**src/rtl/core/bie_pkg.sv**
```systemverilog
// Shared types, codes and helpers for the Boolean expression evaluator.
`timescale 1ns / 1ps
`default_nettype none
package bie_pkg;

  localparam int STACK_DEPTH_DEF = 32;
  localparam int OP_W = 3;

  // operator codes held on the operator stack
  localparam logic [OP_W-1:0] OP_OPEN = 3'd0;
  localparam logic [OP_W-1:0] OP_NOT  = 3'd1;
  localparam logic [OP_W-1:0] OP_AND  = 3'd2;
  localparam logic [OP_W-1:0] OP_OR   = 3'd3;
  localparam logic [OP_W-1:0] OP_IMP  = 3'd4;
  localparam logic [OP_W-1:0] OP_EQV  = 3'd5;

  // stack commands
  localparam logic [2:0] STK_HOLD    = 3'd0;
  localparam logic [2:0] STK_PUSH    = 3'd1;
  localparam logic [2:0] STK_POP     = 3'd2;
  localparam logic [2:0] STK_REPL    = 3'd3;
  localparam logic [2:0] STK_POPREPL = 3'd4;

  // result status
  localparam logic [1:0] ST_OK        = 2'd0;
  localparam logic [1:0] ST_UNMATCHED = 2'd1;
  localparam logic [1:0] ST_MISSING   = 2'd2;
  localparam logic [1:0] ST_OVERFLOW  = 2'd3;

  // characters
  localparam logic [7:0] CH_A     = 8'd97;
  localparam logic [7:0] CH_Z     = 8'd122;
  localparam logic [7:0] CH_OPEN  = 8'd40;
  localparam logic [7:0] CH_CLOSE = 8'd41;
  localparam logic [7:0] CH_NOT   = 8'd33;
  localparam logic [7:0] CH_AND   = 8'd38;
  localparam logic [7:0] CH_OR    = 8'd124;
  localparam logic [7:0] CH_DASH  = 8'd45;
  localparam logic [7:0] CH_TILDE = 8'd126;

  typedef struct packed {
    logic [2:0]      op;
    logic [OP_W-1:0] data;
  } stk_cmd_t;

  // precedence plus one, so an open paren ranks lowest
  function automatic logic [2:0] prec(input logic [OP_W-1:0] op);
    logic [2:0] p;
    unique case (op) inside
      OP_NOT:         p = 3'd4;
      OP_AND:         p = 3'd3;
      OP_OR:          p = 3'd2;
      OP_IMP, OP_EQV: p = 3'd1;
      default:        p = 3'd0;
    endcase
    return p;
  endfunction

endpackage
`default_nettype wire

```
**src/rtl/core/bie_cell.sv**
```systemverilog
// One stack entry that shifts to or from its neighbors.
`timescale 1ns / 1ps
`default_nettype none
module bie_cell #(
  parameter int W      = 1,
  parameter bit IS_TOP = 1'b0
) (
  input  wire logic             clk,
  input  wire bie_pkg::stk_cmd_t cmd,
  input  wire logic [W-1:0]     above,
  input  wire logic [W-1:0]     below,
  output logic      [W-1:0]     q
);

  logic [W-1:0] q_r;
  logic [W-1:0] q_nxt;

  always_comb begin
    unique case (cmd.op)
      bie_pkg::STK_PUSH:    q_nxt = IS_TOP ? cmd.data[W-1:0] : above;
      bie_pkg::STK_POP:     q_nxt = below;
      bie_pkg::STK_REPL:    q_nxt = IS_TOP ? cmd.data[W-1:0] : q_r;
      bie_pkg::STK_POPREPL: q_nxt = IS_TOP ? cmd.data[W-1:0] : below;
      default:              q_nxt = q_r;
    endcase
  end

  always_ff @(posedge clk) begin
    q_r <= q_nxt;
  end

  assign q = q_r;

endmodule
`default_nettype wire

```
**src/rtl/core/bie_stack.sv**
```systemverilog
// Stack built as a chain of shifting cells; entry 0 is the top.
`timescale 1ns / 1ps
`default_nettype none
module bie_stack #(
  parameter int DEPTH = bie_pkg::STACK_DEPTH_DEF,
  parameter int W     = 1
) (
  input  wire logic              clk,
  input  wire bie_pkg::stk_cmd_t cmd,
  output logic       [W-1:0]     top,
  output logic       [W-1:0]     second
);

  logic [W-1:0] q [DEPTH];

  for (genvar i = 0; i < DEPTH; i++) begin : g_cell
    logic [W-1:0] above;
    logic [W-1:0] below;
    if (i == 0) begin : g_first
      assign above = '0;
    end else begin : g_mid
      assign above = q[i-1];
    end
    if (i == DEPTH - 1) begin : g_last
      assign below = q[i];
    end else begin : g_next
      assign below = q[i+1];
    end
    bie_cell #(
      .W      (W),
      .IS_TOP (i == 0)
    ) u_cell (
      .clk   (clk),
      .cmd   (cmd),
      .above (above),
      .below (below),
      .q     (q[i])
    );
  end

  assign top    = q[0];
  assign second = q[1];

endmodule
`default_nettype wire

```
**src/rtl/core/boolean_infix_expression_evaluator.sv**
```systemverilog
// Top level: Boolean infix expression evaluator with operator and value stacks.
`timescale 1ns / 1ps
`default_nettype none
// Takes an infix Boolean expression one character per word (a..z, ( ) ! & | ~ and ->,
// other characters ignored) and returns one result word, value and status, after the
// word marked last. Variables read their truth value from cfg_data (bit 0 is a).
// A letter, '(', '!' or ignored character is handled when accepted; a binary operator
// pops and applies stacked operators of equal or higher precedence, then is pushed;
// ')' pops and applies down to its '(' and drops it; the last word pops every operator
// left and then emits the result. The operator stack pops and applies one operator per
// cycle. Both stacks are shift chains of STACK_DEPTH cells. A new word is accepted only
// between characters; a waiting result is held in the output register.
module boolean_infix_expression_evaluator #(
  parameter int STACK_DEPTH = bie_pkg::STACK_DEPTH_DEF
) (
  input  wire logic        clk,
  input  wire logic        rst_n,
  input  wire logic        cfg_valid,
  output logic             cfg_ready,
  input  wire logic [25:0] cfg_data,
  input  wire logic        in_valid,
  output logic             in_ready,
  input  wire logic [7:0]  in_ch,
  input  wire logic        in_last,
  output logic             out_valid,
  input  wire logic        out_ready,
  output logic             out_value,
  output logic [1:0]       out_status
);

  localparam int CW = $clog2(STACK_DEPTH + 1);
  localparam logic [CW-1:0] FULL = CW'(STACK_DEPTH);
  localparam logic [CW-1:0] ONE  = CW'(1);
  localparam logic [CW-1:0] TWO  = CW'(2);

  localparam logic [1:0] S_IDLE  = 2'd0;
  localparam logic [1:0] S_BIN   = 2'd1;
  localparam logic [1:0] S_CLOSE = 2'd2;
  localparam logic [1:0] S_DRAIN = 2'd3;

  logic [1:0]               st_r, st_nxt;
  logic [bie_pkg::OP_W-1:0] pend_r, pend_nxt;
  logic                     last_r, last_nxt;
  logic                     skip_r, skip_nxt;
  logic [1:0]               err_r, err_nxt;
  logic [CW-1:0]            op_cnt_r, op_cnt_nxt;
  logic [CW-1:0]            val_cnt_r, val_cnt_nxt;
  logic [25:0]              var_r;
  logic                     out_valid_r, out_valid_nxt;
  logic                     out_value_r, out_value_nxt;
  logic [1:0]               out_status_r, out_status_nxt;

  bie_pkg::stk_cmd_t        op_cmd, val_cmd;
  logic [bie_pkg::OP_W-1:0] top_op, second_op;
  logic                     v0, v1;

  logic                     op_push_en, op_pop_en;
  logic [bie_pkg::OP_W-1:0] op_push_code;
  logic                     lit_en, lit_val;
  logic                     apply_en;
  logic                     out_load;
  logic [1:0]               fsm_flag, op_flag, val_flag, flag;
  logic [7:0]               lit_off;
  logic                     l_bit, r_bit, res;

  bie_stack #(
    .DEPTH (STACK_DEPTH),
    .W     (bie_pkg::OP_W)
  ) u_op_stack (
    .clk    (clk),
    .cmd    (op_cmd),
    .top    (top_op),
    .second (second_op)
  );

  bie_stack #(
    .DEPTH (STACK_DEPTH),
    .W     (1)
  ) u_val_stack (
    .clk    (clk),
    .cmd    (val_cmd),
    .top    (v0),
    .second (v1)
  );

  assign cfg_ready = 1'b1;
  assign in_ready  = (st_r == S_IDLE);
  assign lit_off   = in_ch - bie_pkg::CH_A;

  // sequencer
  always_comb begin
    st_nxt       = st_r;
    pend_nxt     = pend_r;
    last_nxt     = last_r;
    skip_nxt     = skip_r;
    op_push_en   = 1'b0;
    op_push_code = bie_pkg::OP_OPEN;
    op_pop_en    = 1'b0;
    lit_en       = 1'b0;
    lit_val      = 1'b0;
    apply_en     = 1'b0;
    out_load     = 1'b0;
    fsm_flag     = bie_pkg::ST_OK;
    unique case (st_r)
      S_IDLE: begin
        if (in_valid) begin
          last_nxt = in_last;
          if (skip_r) begin
            skip_nxt = 1'b0;
          end else if (in_ch >= bie_pkg::CH_A && in_ch <= bie_pkg::CH_Z) begin
            lit_en  = 1'b1;
            lit_val = var_r[lit_off[4:0]];
          end else begin
            unique case (in_ch)
              bie_pkg::CH_OPEN: begin
                op_push_en   = 1'b1;
                op_push_code = bie_pkg::OP_OPEN;
              end
              bie_pkg::CH_NOT: begin
                op_push_en   = 1'b1;
                op_push_code = bie_pkg::OP_NOT;
              end
              bie_pkg::CH_CLOSE: st_nxt = S_CLOSE;
              bie_pkg::CH_AND: begin
                pend_nxt = bie_pkg::OP_AND;
                st_nxt   = S_BIN;
              end
              bie_pkg::CH_OR: begin
                pend_nxt = bie_pkg::OP_OR;
                st_nxt   = S_BIN;
              end
              bie_pkg::CH_TILDE: begin
                pend_nxt = bie_pkg::OP_EQV;
                st_nxt   = S_BIN;
              end
              bie_pkg::CH_DASH: begin
                pend_nxt = bie_pkg::OP_IMP;
                st_nxt   = S_BIN;
                skip_nxt = 1'b1;
              end
              default: ;
            endcase
          end
          if (in_last && st_nxt == S_IDLE) begin
            st_nxt = S_DRAIN;
          end
        end
      end
      S_BIN: begin
        if (op_cnt_r != '0 && bie_pkg::prec(top_op) >= bie_pkg::prec(pend_r)) begin
          apply_en  = 1'b1;
          op_pop_en = 1'b1;
        end else begin
          op_push_en   = 1'b1;
          op_push_code = pend_r;
          st_nxt       = last_r ? S_DRAIN : S_IDLE;
        end
      end
      S_CLOSE: begin
        if (op_cnt_r != '0 && top_op != bie_pkg::OP_OPEN) begin
          apply_en  = 1'b1;
          op_pop_en = 1'b1;
        end else begin
          if (op_cnt_r != '0) begin
            op_pop_en = 1'b1;
          end else begin
            fsm_flag = bie_pkg::ST_UNMATCHED;
          end
          st_nxt = last_r ? S_DRAIN : S_IDLE;
        end
      end
      S_DRAIN: begin
        if (op_cnt_r != '0) begin
          op_pop_en = 1'b1;
          apply_en  = (top_op != bie_pkg::OP_OPEN);
        end else if (!out_valid_r || out_ready) begin
          out_load = 1'b1;
          st_nxt   = S_IDLE;
        end
      end
      default: st_nxt = S_IDLE;
    endcase
  end

  // operator stack control
  always_comb begin
    op_cnt_nxt  = op_cnt_r;
    op_cmd.op   = bie_pkg::STK_HOLD;
    op_cmd.data = op_push_code;
    op_flag     = bie_pkg::ST_OK;
    if (op_push_en) begin
      if (op_cnt_r == FULL) begin
        op_flag = bie_pkg::ST_OVERFLOW;
      end else begin
        op_cmd.op  = bie_pkg::STK_PUSH;
        op_cnt_nxt = op_cnt_r + ONE;
      end
    end else if (op_pop_en) begin
      op_cmd.op  = bie_pkg::STK_POP;
      op_cnt_nxt = op_cnt_r - ONE;
    end
  end

  // value stack control and operator apply
  always_comb begin
    r_bit = (val_cnt_r != '0) ? v0 : 1'b0;
    l_bit = (val_cnt_r >= TWO) ? v1 : 1'b0;
    unique case (top_op)
      bie_pkg::OP_NOT: res = ~r_bit;
      bie_pkg::OP_AND: res = l_bit & r_bit;
      bie_pkg::OP_OR:  res = l_bit | r_bit;
      bie_pkg::OP_IMP: res = r_bit | ~l_bit;
      default:         res = (l_bit == r_bit);
    endcase
    val_cnt_nxt  = val_cnt_r;
    val_cmd.op   = bie_pkg::STK_HOLD;
    val_cmd.data = '0;
    val_flag     = bie_pkg::ST_OK;
    if (lit_en) begin
      val_cmd.data = {{(bie_pkg::OP_W-1){1'b0}}, lit_val};
      if (val_cnt_r == FULL) begin
        val_flag = bie_pkg::ST_OVERFLOW;
      end else begin
        val_cmd.op  = bie_pkg::STK_PUSH;
        val_cnt_nxt = val_cnt_r + ONE;
      end
    end else if (apply_en) begin
      val_cmd.data = {{(bie_pkg::OP_W-1){1'b0}}, res};
      if (val_cnt_r == '0) begin
        val_flag    = bie_pkg::ST_MISSING;
        val_cmd.op  = bie_pkg::STK_PUSH;
        val_cnt_nxt = ONE;
      end else if (top_op == bie_pkg::OP_NOT) begin
        val_cmd.op = bie_pkg::STK_REPL;
      end else if (val_cnt_r == ONE) begin
        val_flag   = bie_pkg::ST_MISSING;
        val_cmd.op = bie_pkg::STK_REPL;
      end else begin
        val_cmd.op  = bie_pkg::STK_POPREPL;
        val_cnt_nxt = val_cnt_r - ONE;
      end
    end
  end

  // error keep, result and clear
  always_comb begin
    flag           = fsm_flag | op_flag | val_flag;
    err_nxt        = (err_r == bie_pkg::ST_OK) ? flag : err_r;
    out_valid_nxt  = out_valid_r & ~out_ready;
    out_value_nxt  = out_value_r;
    out_status_nxt = out_status_r;
    if (out_load) begin
      out_valid_nxt  = 1'b1;
      out_value_nxt  = (val_cnt_r != '0) ? v0 : 1'b0;
      out_status_nxt = err_r;
      err_nxt        = bie_pkg::ST_OK;
    end
  end

  always_ff @(posedge clk) begin
    if (!rst_n) begin
      st_r        <= S_IDLE;
      last_r      <= 1'b0;
      skip_r      <= 1'b0;
      err_r       <= bie_pkg::ST_OK;
      op_cnt_r    <= '0;
      val_cnt_r   <= '0;
      var_r       <= '0;
      out_valid_r <= 1'b0;
    end else begin
      st_r        <= st_nxt;
      last_r      <= last_nxt;
      skip_r      <= out_load ? 1'b0 : skip_nxt;
      err_r       <= err_nxt;
      op_cnt_r    <= out_load ? '0 : op_cnt_nxt;
      val_cnt_r   <= out_load ? '0 : val_cnt_nxt;
      out_valid_r <= out_valid_nxt;
      if (cfg_valid && cfg_ready) begin
        var_r <= cfg_data;
      end
    end
  end

  always_ff @(posedge clk) begin
    pend_r       <= pend_nxt;
    out_value_r  <= out_value_nxt;
    out_status_r <= out_status_nxt;
  end

  assign out_valid  = out_valid_r;
  assign out_value  = out_value_r;
  assign out_status = out_status_r;

endmodule
`default_nettype wire
```
**config.mk**
```make
export PLATFORM = sky130hd
export DESIGN_NAME = boolean_infix_expression_evaluator
export DESIGN_NICKNAME = d
export VERILOG_FILES = /design/src/rtl/core/bie_pkg.sv /design/src/rtl/core/bie_cell.sv /design/src/rtl/core/bie_stack.sv /design/src/rtl/core/boolean_infix_expression_evaluator.sv
export SDC_FILE = /design/constraint.sdc
export NUM_CORES = 1
export LEC_CHECK = 0
export BUFFER_PORTS_ARGS = -buffer_cell sky130_fd_sc_hd__buf_2
export CAP_MARGIN = 20
export CORE_MARGIN = 2
export CORE_UTILIZATION = 55
export DETAILED_ROUTE_END_ITERATION = 7
export PLACE_DENSITY = 0.76
export SETUP_SLACK_MARGIN = 0.05
export SLEW_MARGIN = 0
export SYNTH_ARGS = -nofsm -noshare
export SYNTH_HDL_FRONTEND = slang
export SYNTH_SLANG_ARGS = --single-unit
export TNS_END_PERCENT = 10
```
**constraint.sdc**
```tcl
create_clock -name clk -period 3.7 [get_ports clk]
set_input_delay 0 -clock clk [delete_from_list [all_inputs] [get_ports clk]]
set_output_delay 0 -clock clk [all_outputs]
set_load 0.02 [all_outputs]
```
==> flow_summary_export.csv <==
group,metric,value,unit
worst_hold_path,hp-start,"out_ready",
sta,final_max_slew_viol_count,0,
clock_network,cts_buffers,17,
synthesis,avgSynthCellArea,13.55,um^2
setup_path,r2r-start,"pend_r[2]$_DFFE_PP_",
sta,relSlewSlack,49.29,%
drt,num_vias,5388,
synthesis,synth.distinct_cells,64,
sta,min_period_over_period,93.92,%
global_route,grt_pass1_vias,5496,
floorplanning,core-area,15770,um^2
floorplanning,rows,46,
setup_path,criticalPathCategory,"reg2reg",
power_and_ir_drop,worst_ir_drop_vdd,0.4988,mV
drt,firstDrtPassIters,5,
synthesis,synth_nets,710,
floorplanning,die_h,130.3,um
clock_network,clock_path_buffers,2,
layout,fin_nets,787,
sta,hold_viol_final,0,
clock_network,htreeDepth,4,
setup_path,crit_arrival,3.78,ns
global_route,overflow,0,
clock_network,cts_root_buffer,"clkbuf_16",
drt,drt-initial-drc-count,343,
sta,clock.fmax,287.8,MHz
clock_network,clock_latency,0.43,ns
synthesis,syn_inst,648,
synthesis,yosys_warnings,0,
clock_network,clkTransAtPathRegs,0.06,ns
layout,drive_gt1_share,31.71,%
synthesis,synthFlopType,"edfxtp_1",
job,maxCapViolCount,0,
layout,utilization,65.24,%
sta,setup-tns-final,0,ns
floorplanning,pin_count,46,
global_route,grt_max_degree,92,
synthesis,seq_area_frac_synth,56.09,%
power_and_ir_drop,p_total,8.256,mW
drt,drc,0,
drt,wl_per_cell,16.64,um
synthesis,synth_edf_count,134,
sta,fin_skew,0.01136,ns
drt,ant_nets,0,
sta,min_period,3.475,ns
setup_path,crit_path_start_kind,"register",
setup_path,required,4.01,ns
sta,rsz0062_at_grt,"no",
placed_design,dp_hpwl,10.30,mm
placed_design,place_congestion,0.8337,
floorplanning,dieWidth,130.3,um
clock_network,cts_sinks,179,
setup_path,cp_max_fo,5,
worst_hold_path,hp-class,"in2reg",
global_route,track_usage,19.60,%
power_and_ir_drop,p_per_area,802.4,nW/um^2
layout,syn_to_final_growth,17.19,%
global_route,grt_pass1_wl,26.10,mm
global_route,antenna_found_initial,0,
synthesis,syn_area,8780,um^2
floorplanning,die-area,16990,um^2
placed_design,portBuffers,44,
synthesis,yosys_register_bits,179,
floorplanning,start_util,55.67,%
setup_path,cp-end-kind,"register",
sta,worstMarginPinSlew,0.7587,ns
drt,viasPerCell,5.648,
drt,drt-total-wl,15.88,mm
synthesis,async_reset_ff_share,0,%
outcome,status,"finished clean",
clock_network,cts_tree,"yes",
power_and_ir_drop,leakage,3.798,nW
setup_path,startpoint,"pend_r[2]$_DFFE_PP_",
sta,finalSetupViolCount,0,
layout,antenna_cells,0,
cells by family (layout without fill, tap and decap cells):
family          after synthesis  after routing  synth area share (%)
buf+inv                      51            141                 2.793
simple gates                137            137                 8.821
xor+xnor                      5              5                0.4989
compound gates               97             97                 7.482
fa+ha+maj                    22             22                 3.221
flops                       179            179                 56.09
mux                         156            156                 21.05
other cells                   1              1               0.04271
metal layers:
layer / global-route usage, % / part of all wire (%)
met2: 33.02 / 50
met1: 24.75 / 44
met4: 6.758 / 1.4
met5: 0 / 0
met3: 5.084 / 3.8
final cells by class:
type	count	area, um^2
multi-input cells	418	3659
inverters	19	71.32
flip-flops and latches	179	4925
clock buffers	20	456.7
fillers	1156	5482
clock inverters	12	202.7
repair buffers	90	704.4
well taps	216	270.3
synth_stat cells, types with 3 or more instances:
cell,instances,share of area [%]
and3_1,4,0.28
buf_2,16,0.91
o31ai_1,3,0.26
o211ai_1,8,0.68
nand2_1,26,1.1
or3_1,3,0.21
nand3_1,11,0.63
a21oi_1,23,1.3
a211o_1,3,0.30
o21ai_0,17,0.97
inv_1,18,0.77
a31oi_1,6,0.43
and2_1,5,0.36
nor2_1,19,0.81
dfxtp_1,45,10
o21a_1,6,0.51
clkbuf_1,8,0.34
nor2b_1,33,2.4
a21o_1,4,0.34
mux2i_1,29,3.3
mux2_4,13,2.2
edfxtp_1,134,46
or4_1,3,0.26
xnor2_1,3,0.30
a21boi_0,4,0.34
nand3b_1,4,0.34
a211oi_1,6,0.51
buf_1,3,0.13
ha_1,21,3.0
mux4_2,7,1.8
buf_6,4,0.51
nand4_1,3,0.21
nand2b_1,4,0.28
mux2_2,107,14
nor3_1,6,0.34
worst max-delay path, cell delays in order, from the launching register on:
cell and delay, ns:
edfxtp_1 0.43, or3b_2 0.46, ha_1 0.32, a21o_1 0.20
a31oi_2 0.18, o21ai_0 0.15, and2_4 0.22, ha_1 0.30
a211oi_1 0.24, o21bai_1 0.12, a21oi_2 0.20, a21oi_1 0.09
and3_1 0.20, a2111oi_1 0.25
cells in the final DEF, fill, tap and decap left out, types with 3 or more instances in the layout:
cell / instances
edfxtp_1: 134
mux2_2: 107
dfxtp_1: 45
buf_2: 44
nor2b_1: 33
mux2i_1: 29
dlygate4sd3_1: 29
nand2_1: 26
a21oi_1: 22
ha_1: 20
nor2_1: 19
inv_1: 18
o21ai_0: 17
clkbuf_16: 17
mux2_4: 13
nand3_1: 11
buf_4: 11
o211ai_1: 8
mux4_2: 7
a211oi_1: 6
nor3_1: 6
a31oi_1: 5
o21a_1: 5
bufinv_16: 5
buf_12: 5
nand2b_1: 4
a21o_1: 4
and2_1: 4
and3_1: 4
nand3b_1: 4
a21boi_0: 4
nand4_1: 3
a211o_1: 3
or3_1: 3
or4_1: 3
o31ai_1: 3
xnor2_1: 3
path summary, 6_finish.rpt:
kind	cells after the start	to	slack (ns)
max	13	op_cnt_r[5]$_SDFFE_PP0P_	0.23
min	4	out_valid$_SDFF_PN0_	0.007
max reg2reg	13	op_cnt_r[5]$_SDFFE_PP0P_	0.23
min reg2reg	0	u_val_stack.g_cell[31].u_cell.q$_DFFE_PN_	0.46
per-stage QoR:
step / instances / setup WS [ns] / hold slack (ns) / area, um^2
6_report: 954 / 0.2250 / 0.007242 / 10290
5_1_grt: 954 / 0.05106 / 0.02873 / 10290
4_1_cts: 950 / 0.1558 / 0.001841 / 10220
3_5_place_dp: 889 / 0.1946 / 0.2680 / 9275
3_3_place_gp: 889 / 0.3663 / 0.2581 / 9275
2_1_floorplan: 648 / 0.2675 / 0.1480 / 8780
state kept, by name, summed over array words and instances, names as in the netlist:
name / count
op_cnt_r: 6
val_cnt_r: 6
pend_r: 3
st_r: 2
u_val_stack.g_cell.u_cell.q: 32
out_status: 2
out_value: 1
skip_r: 1
u_op_stack.g_cell.u_cell.q: 96
var_r: 26
last_r: 1
out_valid: 1
err_r: 2
timing repair:
| action | CTS | global route |
|---|---|---|
| buffers inserted | 0 | 3 |
| hold buffers | 29 | 0 |
| setup endpoints to repair | 0 | 1 |
| endpoints found under the hold margin | 28 | 0 |
| gates resized for setup | 0 | 6 |
power breakdown:
part           switching [mW]  leakage [nW]  internal [mW]
Sequential              0.420          1.61           3.31
Clock                   0.746         0.316           1.24
Combinational            1.26          1.88           1.28
Total                    2.43          3.80           5.83
(Power assumes the default switching activity.)
